## src/hdl/tst_pkg.sv

```systemverilog
// Shared types and constants of the tone slot timeout table.
package tst_pkg;

  localparam int SLOTS = 10;
  localparam int IDX_W = (SLOTS > 1) ? $clog2(SLOTS) : 1;
  localparam int PIN_W = 8;
  localparam int DUR_W = 31;
  localparam int TIME_W = 32;

  typedef enum logic [1:0] {
    ACT_TICK  = 2'd0,
    ACT_START = 2'd1,
    ACT_STOP  = 2'd2
  } action_t;

  typedef enum logic [2:0] {
    ST_IDLE,
    ST_START,
    ST_WRITE,
    ST_STOP,
    ST_STOP_OUT,
    ST_TICK,
    ST_FLUSH
  } state_t;

  typedef struct packed {
    logic              set;
    logic              clr;
    logic [IDX_W-1:0]  idx;
    logic [PIN_W-1:0]  pin;
    logic [TIME_W-1:0] stop;
  } slot_wr_t;

endpackage

```

## src/hdl/tst_if.sv

```systemverilog
// Handshake channels for the input items and the result items.
interface tst_in_if;
  logic                        valid;
  logic                        ready;
  logic [1:0]                  action;
  logic [tst_pkg::PIN_W-1:0]   pin;
  logic [tst_pkg::DUR_W-1:0]   duration_ms;

  modport source (output valid, action, pin, duration_ms, input ready);
  modport sink (input valid, action, pin, duration_ms, output ready);
endinterface

interface tst_out_if;
  logic                        valid;
  logic                        ready;
  logic [tst_pkg::PIN_W-1:0]   out_pin;
  logic                        drive_on;
  logic                        table_full;
  logic                        last;

  modport source (output valid, out_pin, drive_on, table_full, last, input ready);
  modport sink (input valid, out_pin, drive_on, table_full, last, output ready);
endinterface

```

## src/hdl/tst_slot_store.sv

```systemverilog
// Slot storage: valid flags, pin numbers and stop times, one read port at the scan index.
module tst_slot_store (
  input  logic                          clk,
  input  logic                          rst_n,
  input  tst_pkg::slot_wr_t             wr,
  input  logic [tst_pkg::IDX_W-1:0]     rd_idx,
  output logic                          rd_valid,
  output logic [tst_pkg::PIN_W-1:0]     rd_pin,
  output logic [tst_pkg::TIME_W-1:0]    rd_stop
);

  logic [tst_pkg::SLOTS-1:0]      valid_r;
  logic [tst_pkg::PIN_W-1:0]      pin_r  [tst_pkg::SLOTS];
  logic [tst_pkg::TIME_W-1:0]     stop_r [tst_pkg::SLOTS];

  always_ff @(posedge clk) begin
    if (!rst_n) begin
      valid_r <= '0;
    end else if (wr.set) begin
      valid_r[wr.idx] <= 1'b1;
    end else if (wr.clr) begin
      valid_r[wr.idx] <= 1'b0;
    end
  end

  always_ff @(posedge clk) begin
    if (wr.set) begin
      pin_r[wr.idx]  <= wr.pin;
      stop_r[wr.idx] <= wr.stop;
    end
  end

  assign rd_valid = valid_r[rd_idx];
  assign rd_pin   = pin_r[rd_idx];
  assign rd_stop  = stop_r[rd_idx];

endmodule

```

## src/hdl/tone_slot_timeout_table_unit.sv

```systemverilog
// Top level of the tone slot timeout table: sequencer, shared adder and result register.
//
// Items arrive on in_ch and results leave on out_ch, both valid/ready channels;
// a transaction happens at a rising edge with valid and ready both high.
// A tick transaction advances the millisecond counter and turns off every slot
// whose stop time has been reached, one result per slot, the final one marked last.
// A start transaction reuses the slot holding the pin or the first free slot and
// gives one pin-on result; table_full is set when no slot was available.
// A stop transaction frees the slot holding the pin and, if there was one, gives one pin-off result.
// The slots are visited one per cycle through a single 32-bit adder, except while a tick
// scan is paused for a stalled receiver; in_ch.ready is high only while the block is idle,
// so a new item is taken only once the last is done. The unused action code gives no result.
// A start or stop result is loaded into the output register once its scan has visited
// every slot, and the final tick result once the tick scan has ended.
// Results pass through a one-entry output register; while it is held by a
// stalled receiver, the scan pauses before it would need to emit another result.
// A synchronous reset frees every slot, clears the millisecond counter and
// drops any pending result.
module tone_slot_timeout_table_unit (
  input logic       clk,
  input logic       rst_n,
  tst_in_if.sink    in_ch,
  tst_out_if.source out_ch
);

  tst_pkg::state_t                state_r, state_nxt;
  logic [tst_pkg::IDX_W-1:0]      idx_r;
  logic [tst_pkg::PIN_W-1:0]      pin_r;
  logic [tst_pkg::DUR_W-1:0]      dur_r;
  logic [tst_pkg::TIME_W-1:0]     now_r;
  logic                           m_hit_r, f_hit_r, stop_hit_r, pend_vld_r;
  logic [tst_pkg::IDX_W-1:0]      m_idx_r, f_idx_r;
  logic [tst_pkg::PIN_W-1:0]      pend_pin_r;
  logic                           out_valid_r, out_on_r, out_full_r, out_last_r;
  logic [tst_pkg::PIN_W-1:0]      out_pin_r;

  tst_pkg::slot_wr_t              wr;
  logic                           rd_valid;
  logic [tst_pkg::PIN_W-1:0]      rd_pin;
  logic [tst_pkg::TIME_W-1:0]     rd_stop;

  logic [tst_pkg::TIME_W-1:0]     alu_b, alu_sum;
  logic                           alu_cin;
  logic                           in_acc, out_free, idx_end, pin_hit, expired, stall;
  logic                           advance, push, push_on, push_full, push_last;
  logic [tst_pkg::PIN_W-1:0]      push_pin;

  tst_slot_store u_store (
    .clk      (clk),
    .rst_n    (rst_n),
    .wr       (wr),
    .rd_idx   (idx_r),
    .rd_valid (rd_valid),
    .rd_pin   (rd_pin),
    .rd_stop  (rd_stop)
  );

  assign in_acc   = in_ch.valid && in_ch.ready;
  assign out_free = !out_valid_r || out_ch.ready;
  assign idx_end  = (idx_r == tst_pkg::IDX_W'(tst_pkg::SLOTS - 1));
  assign pin_hit  = rd_valid && (rd_pin == pin_r);

  // The shared adder increments the counter, tests expiry and forms stop times.
  always_comb begin
    unique case (state_r)
      tst_pkg::ST_TICK: begin
        alu_b   = ~rd_stop;
        alu_cin = 1'b1;
      end
      tst_pkg::ST_WRITE: begin
        alu_b   = {1'b0, dur_r};
        alu_cin = 1'b0;
      end
      default: begin
        alu_b   = '0;
        alu_cin = 1'b1;
      end
    endcase
  end

  assign alu_sum = now_r + alu_b + tst_pkg::TIME_W'(alu_cin);
  assign expired = rd_valid && !alu_sum[tst_pkg::TIME_W-1];
  assign stall   = expired && pend_vld_r && !out_free;

  always_comb begin
    state_nxt = state_r;
    unique case (state_r)
      tst_pkg::ST_IDLE: begin
        if (in_acc) begin
          if (in_ch.action == tst_pkg::ACT_TICK) begin
            state_nxt = tst_pkg::ST_TICK;
          end else if (in_ch.action == tst_pkg::ACT_START) begin
            state_nxt = tst_pkg::ST_START;
          end else if (in_ch.action == tst_pkg::ACT_STOP) begin
            state_nxt = tst_pkg::ST_STOP;
          end
        end
      end
      tst_pkg::ST_START: begin
        if (idx_end) begin
          state_nxt = tst_pkg::ST_WRITE;
        end
      end
      tst_pkg::ST_WRITE: begin
        if (out_free) begin
          state_nxt = tst_pkg::ST_IDLE;
        end
      end
      tst_pkg::ST_STOP: begin
        if (idx_end) begin
          state_nxt = (stop_hit_r || pin_hit) ? tst_pkg::ST_STOP_OUT : tst_pkg::ST_IDLE;
        end
      end
      tst_pkg::ST_STOP_OUT: begin
        if (out_free) begin
          state_nxt = tst_pkg::ST_IDLE;
        end
      end
      tst_pkg::ST_TICK: begin
        if (idx_end && !stall) begin
          state_nxt = tst_pkg::ST_FLUSH;
        end
      end
      tst_pkg::ST_FLUSH: begin
        if (!pend_vld_r || out_free) begin
          state_nxt = tst_pkg::ST_IDLE;
        end
      end
      default: state_nxt = tst_pkg::ST_IDLE;
    endcase
  end

  always_comb begin
    in_ch.ready = 1'b0;
    advance     = 1'b0;
    push        = 1'b0;
    push_pin    = pin_r;
    push_on     = 1'b0;
    push_full   = 1'b0;
    push_last   = 1'b1;
    wr.set      = 1'b0;
    wr.clr      = 1'b0;
    wr.idx      = idx_r;
    wr.pin      = pin_r;
    wr.stop     = alu_sum;
    unique case (state_r)
      tst_pkg::ST_IDLE: begin
        in_ch.ready = 1'b1;
      end
      tst_pkg::ST_START: begin
        advance = 1'b1;
      end
      tst_pkg::ST_WRITE: begin
        if (out_free) begin
          push      = 1'b1;
          push_on   = 1'b1;
          push_full = !(m_hit_r || f_hit_r);
          wr.set    = m_hit_r || f_hit_r;
          wr.idx    = m_hit_r ? m_idx_r : f_idx_r;
        end
      end
      tst_pkg::ST_STOP: begin
        advance = 1'b1;
        wr.clr  = pin_hit;
      end
      tst_pkg::ST_STOP_OUT: begin
        push = out_free;
      end
      tst_pkg::ST_TICK: begin
        if (!stall) begin
          advance   = 1'b1;
          wr.clr    = expired;
          push      = expired && pend_vld_r;
          push_pin  = pend_pin_r;
          push_last = 1'b0;
        end
      end
      tst_pkg::ST_FLUSH: begin
        push     = pend_vld_r && out_free;
        push_pin = pend_pin_r;
      end
      default: begin
      end
    endcase
  end

  always_ff @(posedge clk) begin
    if (!rst_n) begin
      state_r     <= tst_pkg::ST_IDLE;
      now_r       <= '0;
      pend_vld_r  <= 1'b0;
      out_valid_r <= 1'b0;
    end else begin
      state_r <= state_nxt;
      if (in_acc && (in_ch.action == tst_pkg::ACT_TICK)) begin
        now_r <= alu_sum;
      end
      if (state_r == tst_pkg::ST_TICK && !stall && expired) begin
        pend_vld_r <= 1'b1;
      end else if (state_r == tst_pkg::ST_FLUSH && out_free) begin
        pend_vld_r <= 1'b0;
      end
      if (push) begin
        out_valid_r <= 1'b1;
      end else if (out_ch.ready) begin
        out_valid_r <= 1'b0;
      end
    end
  end

  always_ff @(posedge clk) begin
    if (in_acc) begin
      idx_r      <= '0;
      pin_r      <= in_ch.pin;
      dur_r      <= in_ch.duration_ms;
      m_hit_r    <= 1'b0;
      f_hit_r    <= 1'b0;
      stop_hit_r <= 1'b0;
    end else begin
      if (advance && !idx_end) begin
        idx_r <= idx_r + tst_pkg::IDX_W'(1);
      end
      if (state_r == tst_pkg::ST_START) begin
        if (pin_hit && !m_hit_r) begin
          m_hit_r <= 1'b1;
          m_idx_r <= idx_r;
        end
        if (!rd_valid && !f_hit_r) begin
          f_hit_r <= 1'b1;
          f_idx_r <= idx_r;
        end
      end
      if (state_r == tst_pkg::ST_STOP && pin_hit) begin
        stop_hit_r <= 1'b1;
      end
    end
    if (state_r == tst_pkg::ST_TICK && !stall && expired) begin
      pend_pin_r <= rd_pin;
    end
    if (push) begin
      out_pin_r  <= push_pin;
      out_on_r   <= push_on;
      out_full_r <= push_full;
      out_last_r <= push_last;
    end
  end

  assign out_ch.valid      = out_valid_r;
  assign out_ch.out_pin    = out_pin_r;
  assign out_ch.drive_on   = out_on_r;
  assign out_ch.table_full = out_full_r;
  assign out_ch.last       = out_last_r;

`ifndef ASSERT_OFF
  a_write_pushes: assert property (@(posedge clk) disable iff (!rst_n)
    (state_r == tst_pkg::ST_WRITE && out_free) |=> (out_valid_r && out_on_r && out_last_r))
    else $error("start result was not loaded into the output register");

  a_pend_scope: assert property (@(posedge clk) disable iff (!rst_n)
    pend_vld_r |-> (state_r == tst_pkg::ST_TICK || state_r == tst_pkg::ST_FLUSH))
    else $error("pending tick result outside of a tick scan");

  a_idx_range: assert property (@(posedge clk) disable iff (!rst_n)
    (state_r == tst_pkg::ST_TICK || state_r == tst_pkg::ST_START ||
     state_r == tst_pkg::ST_STOP) |-> (idx_r <= tst_pkg::IDX_W'(tst_pkg::SLOTS - 1)))
    else $error("scan index beyond the last slot");

  a_tick_count: assert property (@(posedge clk) disable iff (!rst_n)
    (in_acc && in_ch.action == tst_pkg::ACT_TICK) |=> (now_r == $past(now_r) + 32'd1))
    else $error("millisecond counter did not advance on a tick");

  a_no_overwrite: assert property (@(posedge clk) disable iff (!rst_n)
    (out_valid_r && !out_ch.ready) |-> !push)
    else $error("result register overwritten while the receiver stalls");
`endif

endmodule

```

## src/flat_wrapper.sv

```systemverilog
// flat-port wrapper written by rule: the top's interface ports become plain ports
module tone_slot_timeout_table_unit_flat 
  (clk, rst_n, in_ch_valid, in_ch_action, in_ch_pin, in_ch_duration_ms, in_ch_ready, out_ch_valid, out_ch_out_pin, out_ch_drive_on, out_ch_table_full, out_ch_last, out_ch_ready);
  tst_in_if in_ch_i ();
  tst_out_if out_ch_i ();
  input logic clk;
  input logic rst_n;
  input wire logic [$bits(in_ch_i.valid)-1:0] in_ch_valid;
  input wire logic [$bits(in_ch_i.action)-1:0] in_ch_action;
  input wire logic [$bits(in_ch_i.pin)-1:0] in_ch_pin;
  input wire logic [$bits(in_ch_i.duration_ms)-1:0] in_ch_duration_ms;
  output wire logic [$bits(in_ch_i.ready)-1:0] in_ch_ready;
  output wire logic [$bits(out_ch_i.valid)-1:0] out_ch_valid;
  output wire logic [$bits(out_ch_i.out_pin)-1:0] out_ch_out_pin;
  output wire logic [$bits(out_ch_i.drive_on)-1:0] out_ch_drive_on;
  output wire logic [$bits(out_ch_i.table_full)-1:0] out_ch_table_full;
  output wire logic [$bits(out_ch_i.last)-1:0] out_ch_last;
  input wire logic [$bits(out_ch_i.ready)-1:0] out_ch_ready;
  assign in_ch_i.valid = in_ch_valid;
  assign in_ch_i.action = in_ch_action;
  assign in_ch_i.pin = in_ch_pin;
  assign in_ch_i.duration_ms = in_ch_duration_ms;
  assign in_ch_ready = in_ch_i.ready;
  assign out_ch_valid = out_ch_i.valid;
  assign out_ch_out_pin = out_ch_i.out_pin;
  assign out_ch_drive_on = out_ch_i.drive_on;
  assign out_ch_table_full = out_ch_i.table_full;
  assign out_ch_last = out_ch_i.last;
  assign out_ch_i.ready = out_ch_ready;
  tone_slot_timeout_table_unit u_core (.clk(clk), .rst_n(rst_n), .in_ch(in_ch_i), .out_ch(out_ch_i));
endmodule
```

## config.mk

```make
export PLATFORM = sky130hd
export DESIGN_NAME = tone_slot_timeout_table_unit_flat
export DESIGN_NICKNAME = d
export VERILOG_FILES = /design/src/hdl/tst_pkg.sv /design/src/hdl/tst_if.sv /design/src/hdl/tst_slot_store.sv /design/src/hdl/tone_slot_timeout_table_unit.sv /design/src/flat_wrapper.sv
export SDC_FILE = /design/constraint.sdc
export NUM_CORES = 1
export LEC_CHECK = 0
export BUFFER_PORTS_ARGS = -buffer_cell sky130_fd_sc_hd__buf_4
export CAP_MARGIN = 15
export CORE_MARGIN = 2
export CORE_UTILIZATION = 41
export DETAILED_ROUTE_END_ITERATION = 8
export GPL_TIMING_DRIVEN = 0
export HOLD_SLACK_MARGIN = 0.05
export PLACE_DENSITY = 0.56
export SLEW_MARGIN = 10
export SYNTH_ARGS = -nofsm -noshare
export SYNTH_HDL_FRONTEND = slang
export SYNTH_SLANG_ARGS = --single-unit
```

## constraint.sdc

```tcl
create_clock -name clk -period 5.7 [get_ports clk]
set_input_delay 1.14 -clock clk [delete_from_list [all_inputs] [get_ports clk]]
set_output_delay 1.14 -clock clk [all_outputs]
set_load 0.005 [all_outputs]
```

==> results of run 1 <==
synthesized netlist by cell type (all sizes together), types with 32 or more instances:
master / instances
edfxtp: 466
a211oi: 40
nand2: 110
clkbuf: 59
o21ai: 72
dfxtp: 58
ha: 32
mux2i: 64
nor2b: 40
a21oi: 96
mux4: 81
nor2: 42
power by group through the flow:
stage | sequential, mW | clock [mW] | combinational, mW
finish | 4.83 | 3.74 | 2.53
global placement | 4.91 | 0 | 2.41
global route | 4.86 | 3.98 | 2.78
detailed placement | 4.91 | 0 | 2.49
CTS | 4.84 | 3.82 | 2.55
floorplan | 4.85 | 0 | 1.69
cells by family (layout without fill, tap and decap cells):
logic type | count (synthesis) | count (layout) | share of synthesized area
xor gates and xnor gates | 42 | 42 | 0.01661
DFF | 524 | 524 | 0.6843
muxes | 156 | 156 | 0.1171
adders and majority gates | 34 | 34 | 0.01989
AOI/OAI and AO/OA | 282 | 282 | 0.07910
and+or+nand+nor | 294 | 294 | 0.06514
buffers and inverters | 99 | 289 | 0.01791
metal layers:
| layer | vias up | wire length, um | track usage |
|---|---|---|---|
| met5 | - | 0 | 0 |
| met4 | 0 | 1069 | 0.04814 |
| met3 | 74 | 2508 | 0.02961 |
| met2 | 327 | 25950 | 0.3249 |
| met1 | 6551 | 24280 | 0.2715 |
| li1 | 5916 | - | - |
flip-flops by register name, summed over array words and instances (netlist names), named ones only:
| name | count |
|---|---|
| u_core.u_store.stop_r | 320 |
| u_core.u_store.pin_r | 80 |
| u_core.now_r | 32 |
| u_core.dur_r | 31 |
| u_core.out_ch.out_pin | 8 |
| u_core.pend_pin_r | 8 |
| u_core.pin_r | 8 |
| u_core.f_idx_r | 4 |
| u_core.idx_r | 4 |
| u_core.m_idx_r | 4 |
| u_core.state_r | 3 |
| u_core.f_hit_r | 1 |
| u_core.m_hit_r | 1 |
| u_core.out_ch.drive_on | 1 |
| u_core.out_ch.last | 1 |
| u_core.out_ch.table_full | 1 |
| u_core.out_ch.valid | 1 |
| u_core.pend_vld_r | 1 |
| u_core.stop_hit_r | 1 |
cell usage in the layout (no fill, tap or decap), types with 25 or more instances in the layout:
cell type | Yosys | final
edfxtp_1 | 466 | 466
nand2_1 | 110 | 110
a21oi_1 | 96 | 93
mux4_2 | 80 | 80
buf_4 | 0 | 68
o21ai_0 | 72 | 67
mux2i_1 | 64 | 64
clkbuf_1 | 59 | 60
clkbuf_16 | 0 | 58
dfxtp_1 | 58 | 57
nor2b_1 | 40 | 40
a211oi_1 | 40 | 39
nor2_1 | 42 | 34
ha_1 | 32 | 31
xnor2_1 | 26 | 25
critical path, delay by kind of cell (launching register included):
family | cells | cell delay, ns
adder cells (fa/ha/maj) | 1 | 0.44
multiplexers | 2 | 0.85
AND/OR/NAND/NOR | 4 | 0.96
buffers and inverters | 6 | 1.12
flip-flops | 1 | 0.32
AO/OA/AOI/OAI | 5 | 1.48
final cells by class:
type                            instances  area [um^2]
Fill cell                            4606        27570
Sequential cell                       524        15160
Multi-Input combinational cell        808         6721
Clock buffer                           78         1556
Timing Repair Buffer                   86        892.1
Tap cell                              696        870.8
Buffer                                 72        399.1
Clock inverter                         30        352.8
Inverter                               23        86.33
final timing paths:
| check | slack [ns] | from | end | cells after the start |
|---|---|---|---|---|
| setup / recovery | 0.23 | flop | u_core.out_ch.out_pin[7] | 18 |
| hold / removal | 0.46 | u_core.idx_r[3] | u_core.m_idx_r[3] | 0 |
| setup reg to reg | 0.23 | flop | u_core.out_ch.out_pin[7] | 18 |
| hold reg to reg | 0.46 | u_core.idx_r[3] | u_core.m_idx_r[3] | 0 |
timing repair:
item,in CTS,in global routing
endpoints found under the setup margin,369,105
setup buffers,2,2
pin swaps,2,3
resized for setup,49,29
hold endpoints to repair,0,0
through the flow:
step / total power, mW / hold slack, ns
6_report: 11.10 / 0.4560
5_1_grt: 11.61 / 0.4800
4_1_cts: 11.21 / 0.4588
3_5_place_dp: 7.396 / 0.4447
3_3_place_gp: 7.318 / 0.4366
2_1_floorplan: 6.536 / 0.4237
==> results.md, run 1 <==
- CTS H-Tree Depth: 2
- EDFF count, synth: 466
- IO Count: 58
- Worst endpoint required time: around 6 ns
- Area of the core: 53600 um^2
- Residual DRC: 0
- CTS Sinks: roughly 520
- Sw frac: 0.2840
- Final ANT Viol Nets: 0
- F_max: 182.9 MHz
- GR Overflow Total: 0
- Core Util, Final: 0.4857
- Vias in the first global route: approximately 13000
- Worst setup margin: approximately 0.23 ns
- Comb power frac: 0.228
- Largest cells by area after synthesis: edfxtp_1 63%, mux4_2 8.1%, dfxtp_1 5.2%, mux2i_1 2.9%, a21oi_1 2.2%
- Register area share after synthesis: 0.6843
- Clock buffer count from CTS: 57
- CTS tree: done
- Gr usage total: 0.1957
- Via Count: between 10000 and 15000
- Initial Util: 0.4132
- Slew at the pin closest to its max-slew limit: 1.093 ns
- Post-DP HPWL: about 37 mm
- Yosys cell types: 63
- Largest net degree at the start of global routing: 24
- Sequential power share: 0.435
- Max FO, Critical Path: 19
- Placed cell count: about 2200
- Layout area overhead: 17.56%
- Max-Cap Viols: 0
- Startpoint Class: flop
- Die X-Extent: 236.4 um
- Root Driver: clkbuf_16
- Power per standard cell area: roughly 430 nW/um^2
- Synth async-reset ratio: 0
- # diodes: 0
- Worst Setup Path Type: reg -> reg
- Net Sw Power: ~3.2 mW
- Setup slack at placement: -1.807 ns
- DRT Pass-1 Iters: 6
- CP Data Arrival Time: 5.83 ns
- Period utilization: 0.9592
- Cell Count, Final, Fillers Out: roughly 2300
- Element type at the critical path end: flop
- Clock power share: 0.337
- Setup TNS Final: 0 ns
- Global-route wire length before repair: approximately 82 mm
- Row count: 85
- Synthesized net count: approximately 1500
- Clk_lat worst skew: approximately 0.62 ns
- # nets final: around 1700
- Post-DP Area: 23940 um^2
- Die Ht: around 240 um
- Final count of negative-setup-slack endpoints: 0
- PortBufs: between 50 and 60
- Crit path max-delay cell type: o21ai_0
- Clock Path Buffers: 3
- Pleak: around 8.7 nW
- Die area: roughly 56000 um^2
- Status: complete, no violations
- Final min period: around 5.5 ns
- Worst Hold Class: reg -> reg
- Area share of the largest cell type after synthesis: 0.6319
- Initial drt markers: approximately 1000
- Yosys warnings: 0
- Final WL: roughly 54 mm
- Mean Syn Cell Area: approximately 15 um^2
- Gpl congestion: 0.8438
- Primary FF master, synth: edfxtp_1
- Post-cts hold buffer count: 0
- Routed len/inst: 23.22 um
- Internal power: slightly below 8 mW
- Post-synthesis cell count: 1431
- Vias per cell: ~5.6
- Cell mode on critical path: buf_6
- Critical Path Max Stage Delay: about 0.57 ns
- Relative slew slack: 0.2609
- Critical-path cell list: buf_6 > buf_12 > buf_8 > buf_6 > mux4_2 > a211oi_1 > a21oi_1 > o21ai_0 > ha_1 > and3_1 > and2_1 > a221o_1 > or3_4 > and2_1 > buf_6 > a31oi_4 > buf_12 > mux2_2
- Clock transition at path regs: about 0.060 ns
- Fin. max-slew vios: 0
- Max IR drop VDD: 0.2443 mV
- Fin Clk Skew: 0.03009 ns
- Post-synth top area cell: edfxtp_1
- Layout cells sized above 1: 0.1986
- Fin. Hold Viols: 0
- Final Cell Area: 26040 um^2
- Post-synthesis sequential element count: 524
- Post-Syn Area: roughly 22000 um^2
- Initial antenna violation count: 0
Power figures use the tool's default switching activity.
==> run 2, diff against run 1 <==
--- a/config.mk
+++ b/config.mk
@@ -16,4 +16,5 @@
 export SLEW_MARGIN = 10
 export SYNTH_ARGS = -nofsm -noshare
 export SYNTH_HDL_FRONTEND = slang
+export SYNTH_HIERARCHICAL = 1
 export SYNTH_SLANG_ARGS = --single-unit
==> run 2 against run 1 <==
Highest routed layer unchanged. Core utilization increased by 0.13 points. Global-route usage is 1.6 points higher. First-iteration DRC count is 1.1% lower. Clock-buffer cell count is 11 lower. Cell area rose by 1.3%. Register-to-register slack improved by 0.06 ns. Sequential share of layout area down 1.0 points. Sequential power is essentially flat. Largest cell class unchanged.
==> results.md, run 2 <==
- Status: complete, no violations
- EDFF count, synth: around 470
- Initial antenna violation count: 1
- Mean Syn Cell Area: between 10 and 15 um^2
- Crit path max-delay cell type: dfxtp_1
- Via Count: about 14000
- Worst Hold Class: reg -> reg
- Post-Syn Area: around 23000 um^2
- Largest net degree at the start of global routing: a little over 40
- Power per standard cell area: 444.9 nW/um^2
- Routed len/inst: between 20 and 25 um
- Clock Path Buffers: 3
- Fin. Hold Viols: 0
- Post-synthesis sequential element count: 520
- CTS tree: done
- Post-synthesis cell count: 1542
- Area share of the largest cell type after synthesis: 0.6201
- Max-Cap Viols: 0
- Layout area overhead: 16.82%
- Worst Setup Path Type: reg -> reg
- Setup TNS Final: 0 ns
- Fillers: between 4000 and 5000
- Final count of negative-setup-slack endpoints: 0
- # diodes: 0
- Residual DRC: 0
- Synth async-reset ratio: 0
- Initial Util: 0.4168
- # nets final: between 1500 and 2000
- Yosys cell types: 75
- Top flop regs: u_core/u_store/stop_r (320), u_core/u_store/pin_r (80), u_core/now_r (32)
- Critical Path Max Stage Delay: around 0.52 ns
- Initial drt markers: 1035
- Relative slew slack: 0.2465
- Critical-path cell list: nand2_1 > or2_2 > clkbuf_2 > o21ai_1 > ha_1 > a21oi_2 > o211ai_1 > a221oi_4 > nand3_2 > a211o_4 > a2111oi_4 > nor2_4 > nor3_4 > nand2b_2 > or3b_2 > o21ai_0 > a21boi_0
- Largest cells by area after synthesis: edfxtp_1 62%, mux2_2 5.2%, dfxtp_1 4.8%, mux2i_1 3.9%, nand2_1 2.5%
- Clock power share: 0.314
- Sequential power share: 0.411
- Sw frac: 0.3142
- Final ANT Viol Nets: 0
- Clk_lat worst skew: around 0.63 ns
- Period utilization: 0.9484
- Buffers & Inverters on Critical Path: 1
- Register area share after synthesis: 0.6680
- Most frequent cells after synthesis: 466 x edfxtp_1, 149 x nand2_1, 104 x mux2_2, 88 x mux2i_1, 58 x o21ai_0
- Worst endpoint required time: about 6.2 ns
- Worst reg-to-reg setup slack: between 0.2 and 0.3 ns
- Commonest non-fill, non-tap cell in the layout: edfxtp_1
- Root Driver: clkbuf_16
- Die X-Extent: 238.6 um
- Slew at the pin closest to its max-slew limit: 1.122 ns
- Net Sw Power: approximately 3.7 mW
- Pleak: just over 9 nW
- Internal power: between 8 and 9 mW
- Post-DP Area: 24330 um^2
- PortBufs: 57
- IO Count: just under 60
- Max IR drop VDD: 0.2614 mV
- Element type at the critical path end: flop
- Post-synth top area cell: edfxtp_1
- Area of the core: ~54000 um^2
- Gpl congestion: 0.9009
- Comb power frac: 0.275
- Commonest cells after routing, fill and taps aside: 466 x edfxtp_1, 149 x nand2_1, 104 x mux2_2
- Most frequent cell after synthesis: edfxtp_1
- Die area: 56930 um^2
- CP startpoint: u_core/state_r[0]
- Gr usage total: 0.2112
- Startpoint Class: flop
- CP Data Arrival Time: about 6 ns
- Cell count along the critical path: 17
- Worst reg2reg startpoint: u_core/state_r[0]
- Primary FF master, synth: edfxtp_1
- Unrepaired setup endpoints after global routing: false
- Clock transition at path regs: 0.06 ns
- Clock buffer count from CTS: 56
- Reg2Reg Depth: 17
- Placed cell count: ~2300
- Layout cells sized above 1: 0.2242
- Vias in the first global route: 13490
- DRT Pass-1 Iters: 5
- Synthesized net count: between 1500 and 2000
- Final Cell Area: around 26000 um^2
- Post-DP HPWL: around 40 mm
- Final min period: ~5.4 ns
- CTS H-Tree Depth: 2
- Top reg by flops: u_core/u_store/stop_r
- Fin. max-slew vios: 0
- GR Overflow Total: 0
- Row count: 85
- Top delay family on crit path: compound AO/OA/AOI/OAI gates
- Post-cts hold buffer count: 0
- Vias per cell: roughly 5.6
- CTS Sinks: 520
- Final WL: 60.05 mm
- Yosys warnings: 6
- F_max: ~180 MHz
- Max FO, Critical Path: 11
- Fin Clk Skew: approximately 0.026 ns
- Max FFs per register: between 300 and 400
- Cell Count, Final, Fillers Out: 2422
- Die Ht: between 200 and 250 um
- Global-route wire length before repair: ~88 mm
==> run 2: final cells by class <==
type / count / area [um^2] / area share
Buffer: 77 / 505.5 / 0.01918
Clock buffer: 67 / 1464 / 0.05553
Clock inverter: 36 / 384.1 / 0.01457
Inverter: 26 / 102.6 / 0.003892
Multi-Input combinational cell: 916 / 7093 / 0.2691
Sequential cell: 520 / 15080 / 0.5721
Tap cell: 696 / 870.8 / 0.03303
Timing Repair Buffer: 84 / 860.8 / 0.03265
==> run 2: worst min path at each step <==
stage                              to  cells past startpoint         startpoint
detailed placement  u_core/stop_hit_r                      2  u_core/stop_hit_r
global placement    u_core/stop_hit_r                      2  u_core/stop_hit_r
CTS                 u_core/stop_hit_r                      2  u_core/stop_hit_r
global route        u_core/stop_hit_r                      2  u_core/stop_hit_r
floorplan           u_core/stop_hit_r                      2  u_core/stop_hit_r
finish                u_core/now_r[4]                      2    u_core/now_r[4]
==> run 2: cell families (layout without fill, tap and decap cells) <==
kind of cell	Yosys count	in the layout	share of synthesized area
and+or+nand+nor	275	275	0.05528
adders and majority gates	34	34	0.01952
DFF	520	520	0.6680
xor gates and xnor gates	38	38	0.01475
AOI/OAI and AO/OA	359	359	0.1189
buffers and inverters	106	290	0.02307
muxes	210	210	0.1004
==> run 2: power groups by stage <==
| stage | Clock [mW] | Sequential [mW] | Combinational, mW |
|---|---|---|---|
| after detailed placement | 0 | 4.89 | 3.16 |
| after global placement | 0 | 4.90 | 3.06 |
| final | 3.68 | 4.82 | 3.23 |
| after floorplan | 0 | 4.82 | 2.09 |
| after global routing | 3.91 | 4.84 | 3.48 |
| after CTS | 3.76 | 4.82 | 3.18 |
==> run 2: timing repair <==
item / in CTS / in global routing
pin swaps: 1 / 5
buffers inserted: 1 / 3
endpoints found under the setup margin: 37 / 21
resized for setup: 26 / 46
==> run 2: worst min-delay path, cell delays in order, from the launching register on <==
cell and delay (ns):
dfxtp_1 0.31, nand2_1 0.05, a21boi_0 0.06
==> run 2: metrics by stage <==
stage,power (mW),hold slack (ns),setup slack [ns],utilization
final,11.73,0.4727,0.2940,0.4870
after global routing,12.23,0.4786,0.004909,0.4870
after CTS,11.76,0.4675,0.008924,0.4844
after detailed placement,8.052,0.4582,-1.350,0.4494
after global placement,7.960,0.4382,-3.980,0.4408
after floorplan,6.913,0.4258,0.2468,-
==> run 2: metal layers <==
layer | wire (um) | GRT usage
met5 | 0 | 0
met4 | 1339 | 0.06004
met3 | 3044 | 0.03441
met2 | 29000 | 0.3531
met1 | 26670 | 0.2848
==> run 3, diff against run 2 <==
--- a/config.mk
+++ b/config.mk
@@ -7,12 +7,14 @@
 export LEC_CHECK = 0
 export BUFFER_PORTS_ARGS = -buffer_cell sky130_fd_sc_hd__buf_4
 export CAP_MARGIN = 15
+export CELL_PAD_IN_SITES_DETAIL_PLACEMENT = 0
+export CELL_PAD_IN_SITES_GLOBAL_PLACEMENT = 1
 export CORE_MARGIN = 2
 export CORE_UTILIZATION = 41
 export DETAILED_ROUTE_END_ITERATION = 8
 export GPL_TIMING_DRIVEN = 0
 export HOLD_SLACK_MARGIN = 0.05
-export PLACE_DENSITY = 0.56
+export PLACE_DENSITY = 0.65
 export SLEW_MARGIN = 10
 export SYNTH_ARGS = -nofsm -noshare
 export SYNTH_HDL_FRONTEND = slang
==> run 3 against run 2 <==
Die area did not move. Combinational power barely moved. Final cell count rose by 0.17%. Clock power fell by 2%. Sequential power barely moved. Non-clock buffer count rose by 5. Maximum frequency fell by 1.2%. Via count rose by 0.48%. Largest cell class unchanged. Largest power group unchanged.
==> results.md, run 3 (synthesized netlist as in run 2, its figures left out) <==
- Status: complete, no violations
- Reg2Reg Depth: 19
- Relative slew slack: 0.2314
- Fin Clk Skew: roughly 0.027 ns
- Worst endpoint required time: slightly above 6 ns
- Commonest cells after routing, fill and taps aside: 466 x edfxtp_1, 149 x nand2_1, 104 x mux2_2
- Worst Hold Class: reg -> reg
- Top reg by flops: u_core/u_store/stop_r
- Clock Path Buffers: 3
- Global-route wire length before repair: approximately 90 mm
- Max IR drop VDD: about 0.27 mV
- Die Ht: between 200 and 250 um
- Clk_lat worst skew: slightly above 0.6 ns
- Final WL: between 60 and 70 mm
- Die X-Extent: between 200 and 250 um
- Max FFs per register: 320
- CTS H-Tree Depth: 2
- Initial drt markers: approximately 950
- Final ANT Viol Nets: 0
- Slew at the pin closest to its max-slew limit: roughly 1.1 ns
- Gpl congestion: around 0.87
- Final min period: between 5 and 6 ns
- CP Data Arrival Time: 5.95 ns
- Top flop regs: u_core/u_store/stop_r (320), u_core/u_store/pin_r (80), u_core/now_r (32)
- Worst setup margin: about 0.23 ns
- Worst Setup Path Type: reg -> reg
- DRT Pass-1 Iters: 5
- Vias in the first global route: between 10000 and 15000
- Root Driver: clkbuf_16
- # diodes: 0
- Initial Util: 0.4168
- # nets final: about 1800
- GR Overflow Total: 0
- Max-Cap Viols: 0
- F_max: 182.8 MHz
- Final count of negative-setup-slack endpoints: 0
- Row count: between 80 and 90
- Via Count: between 10000 and 15000
- Clock buffer count from CTS: 56
- Post-DP HPWL: about 41 mm
- Clock transition at path regs: ~0.060 ns
- Area of the core: about 54000 um^2
- Layout cells sized above 1: 0.2260
- Commonest non-fill, non-tap cell in the layout: edfxtp_1
- Die area: 56930 um^2
- PortBufs: 57
- Min-Delay Startpoint: u_core/stop_hit_r
- Initial antenna violation count: 0
- CTS tree: done
- Routed len/inst: 24.84 um
- Element type at the critical path end: flop
- IO Count: just under 60
- Gr usage total: 0.2146
- Setup TNS Final: 0 ns
- Setup slack at placement: -1.610 ns
- Vias per cell: between 5 and 6
- Largest net degree at the start of global routing: 29
- Layout area overhead: 16.65%
- Pleak: around 9.1 nW
- Worst reg-to-reg setup slack: between 0.2 and 0.25 ns
- CTS Sinks: 520
- Worst reg2reg startpoint: u_core/state_r[1]
- Fin. Hold Viols: 0
- Max FO, Critical Path: 10
- Power per standard cell area: between 400 and 500 nW/um^2
- Fin. max-slew vios: 0
- Period utilization: 0.9595
- Unrepaired setup endpoints after global routing: false
- Post-cts hold buffer count: 0
- Fin Hold WS: between 0.4 and 0.5 ns
- Residual DRC: 0
- Depth of the worst hold-timing path: 2
- Startpoint Class: flop
- Hold endpoint: u_core/stop_hit_r
==> run 3: cell count changes in the layout (fill, tap and decap cells not counted), sizes merged <==
| cell | previous run | this run |
|---|---|---|
| clkbuf | 114 | 126 |
| clkinv | 22 | 15 |
| buf | 114 | 118 |
| bufinv | 8 | 5 |
| clkinvlp | 3 | 2 |
| inv | 29 | 28 |
==> run 3: critical path: stages (launching register included) <==
cell	delay (ns)
dfxtp_1	0.30
clkbuf_1	0.25
nand2_1	0.12
nor2_1	0.53
clkbuf_2	0.43
nand2_1	0.10
o21ai_1	0.14
ha_1	0.31
o21a_1	0.23
o21a_1	0.21
a221oi_4	0.45
nand3_2	0.20
a211o_4	0.41
a2111oi_4	0.44
nor2_4	0.09
nor3_4	0.16
nand2b_2	0.20
or3b_2	0.48
o21ai_0	0.15
a21boi_0	0.10
==> run 3: worst max-delay path by stage <==
stage	cells past startpoint	slack, ns	from	endpoint
6_report	19	0.23	u_core/state_r[1]	flop
5_1_grt	20	0.04	u_core/idx_r[0]	flop
4_1_cts	20	0.004	u_core/idx_r[0]	flop
3_5_place_dp	19	-1.61	u_core/idx_r[1]	flop
3_3_place_gp	10	-4.05	u_core/state_r[0]	u_core/u_store/stop_r[2][15]
2_1_floorplan	6	0.25	out_ch_ready	u_core/u_store/pin_r[2][0]
==> run 3: final cells by class <==
class | instances | area [um^2]
clock buffer | 78 | 1565
buffer | 77 | 484.2
multi-input combinational | 916 | 7071
tap | 696 | 870.8
sequential | 520 | 15090
fill | 4632 | 27810
clock inverter | 24 | 249.0
timing repair buffer | 89 | 897.1
inverter | 26 | 97.59
==> run 3: metrics by stage <==
stage	total power, mW	cell area, um^2	util	instances
6_report	11.63	26320	0.4862	2426
5_1_grt	12.16	26320	0.4862	2426
4_1_cts	11.69	26200	0.4840	2422
3_5_place_dp	8.061	24340	0.4497	2321
3_3_place_gp	7.974	23860	0.4408	2295
2_1_floorplan	6.913	22570	-	1542
==> run 3: metal layers <==
metal	routed length, um	share of wire	global-route usage
met1	26710	0.44	0.2913
met2	29810	0.49	0.3652
met3	2603	0.043	0.03002
met4	1147	0.019	0.05019
met5	0	0	0
==> run 3: what timing repair did <==
item,4_1_cts,5_1_grt
pin swaps,2,6
buffers inserted,1,5
setup endpoints to repair,96,61
gates resized for setup,24,46
==> run 3: power breakdown <==
part           internal, mW  switching, mW
Clock                  2.13           1.46
Combinational          1.18           2.04
Sequential             4.67          0.148
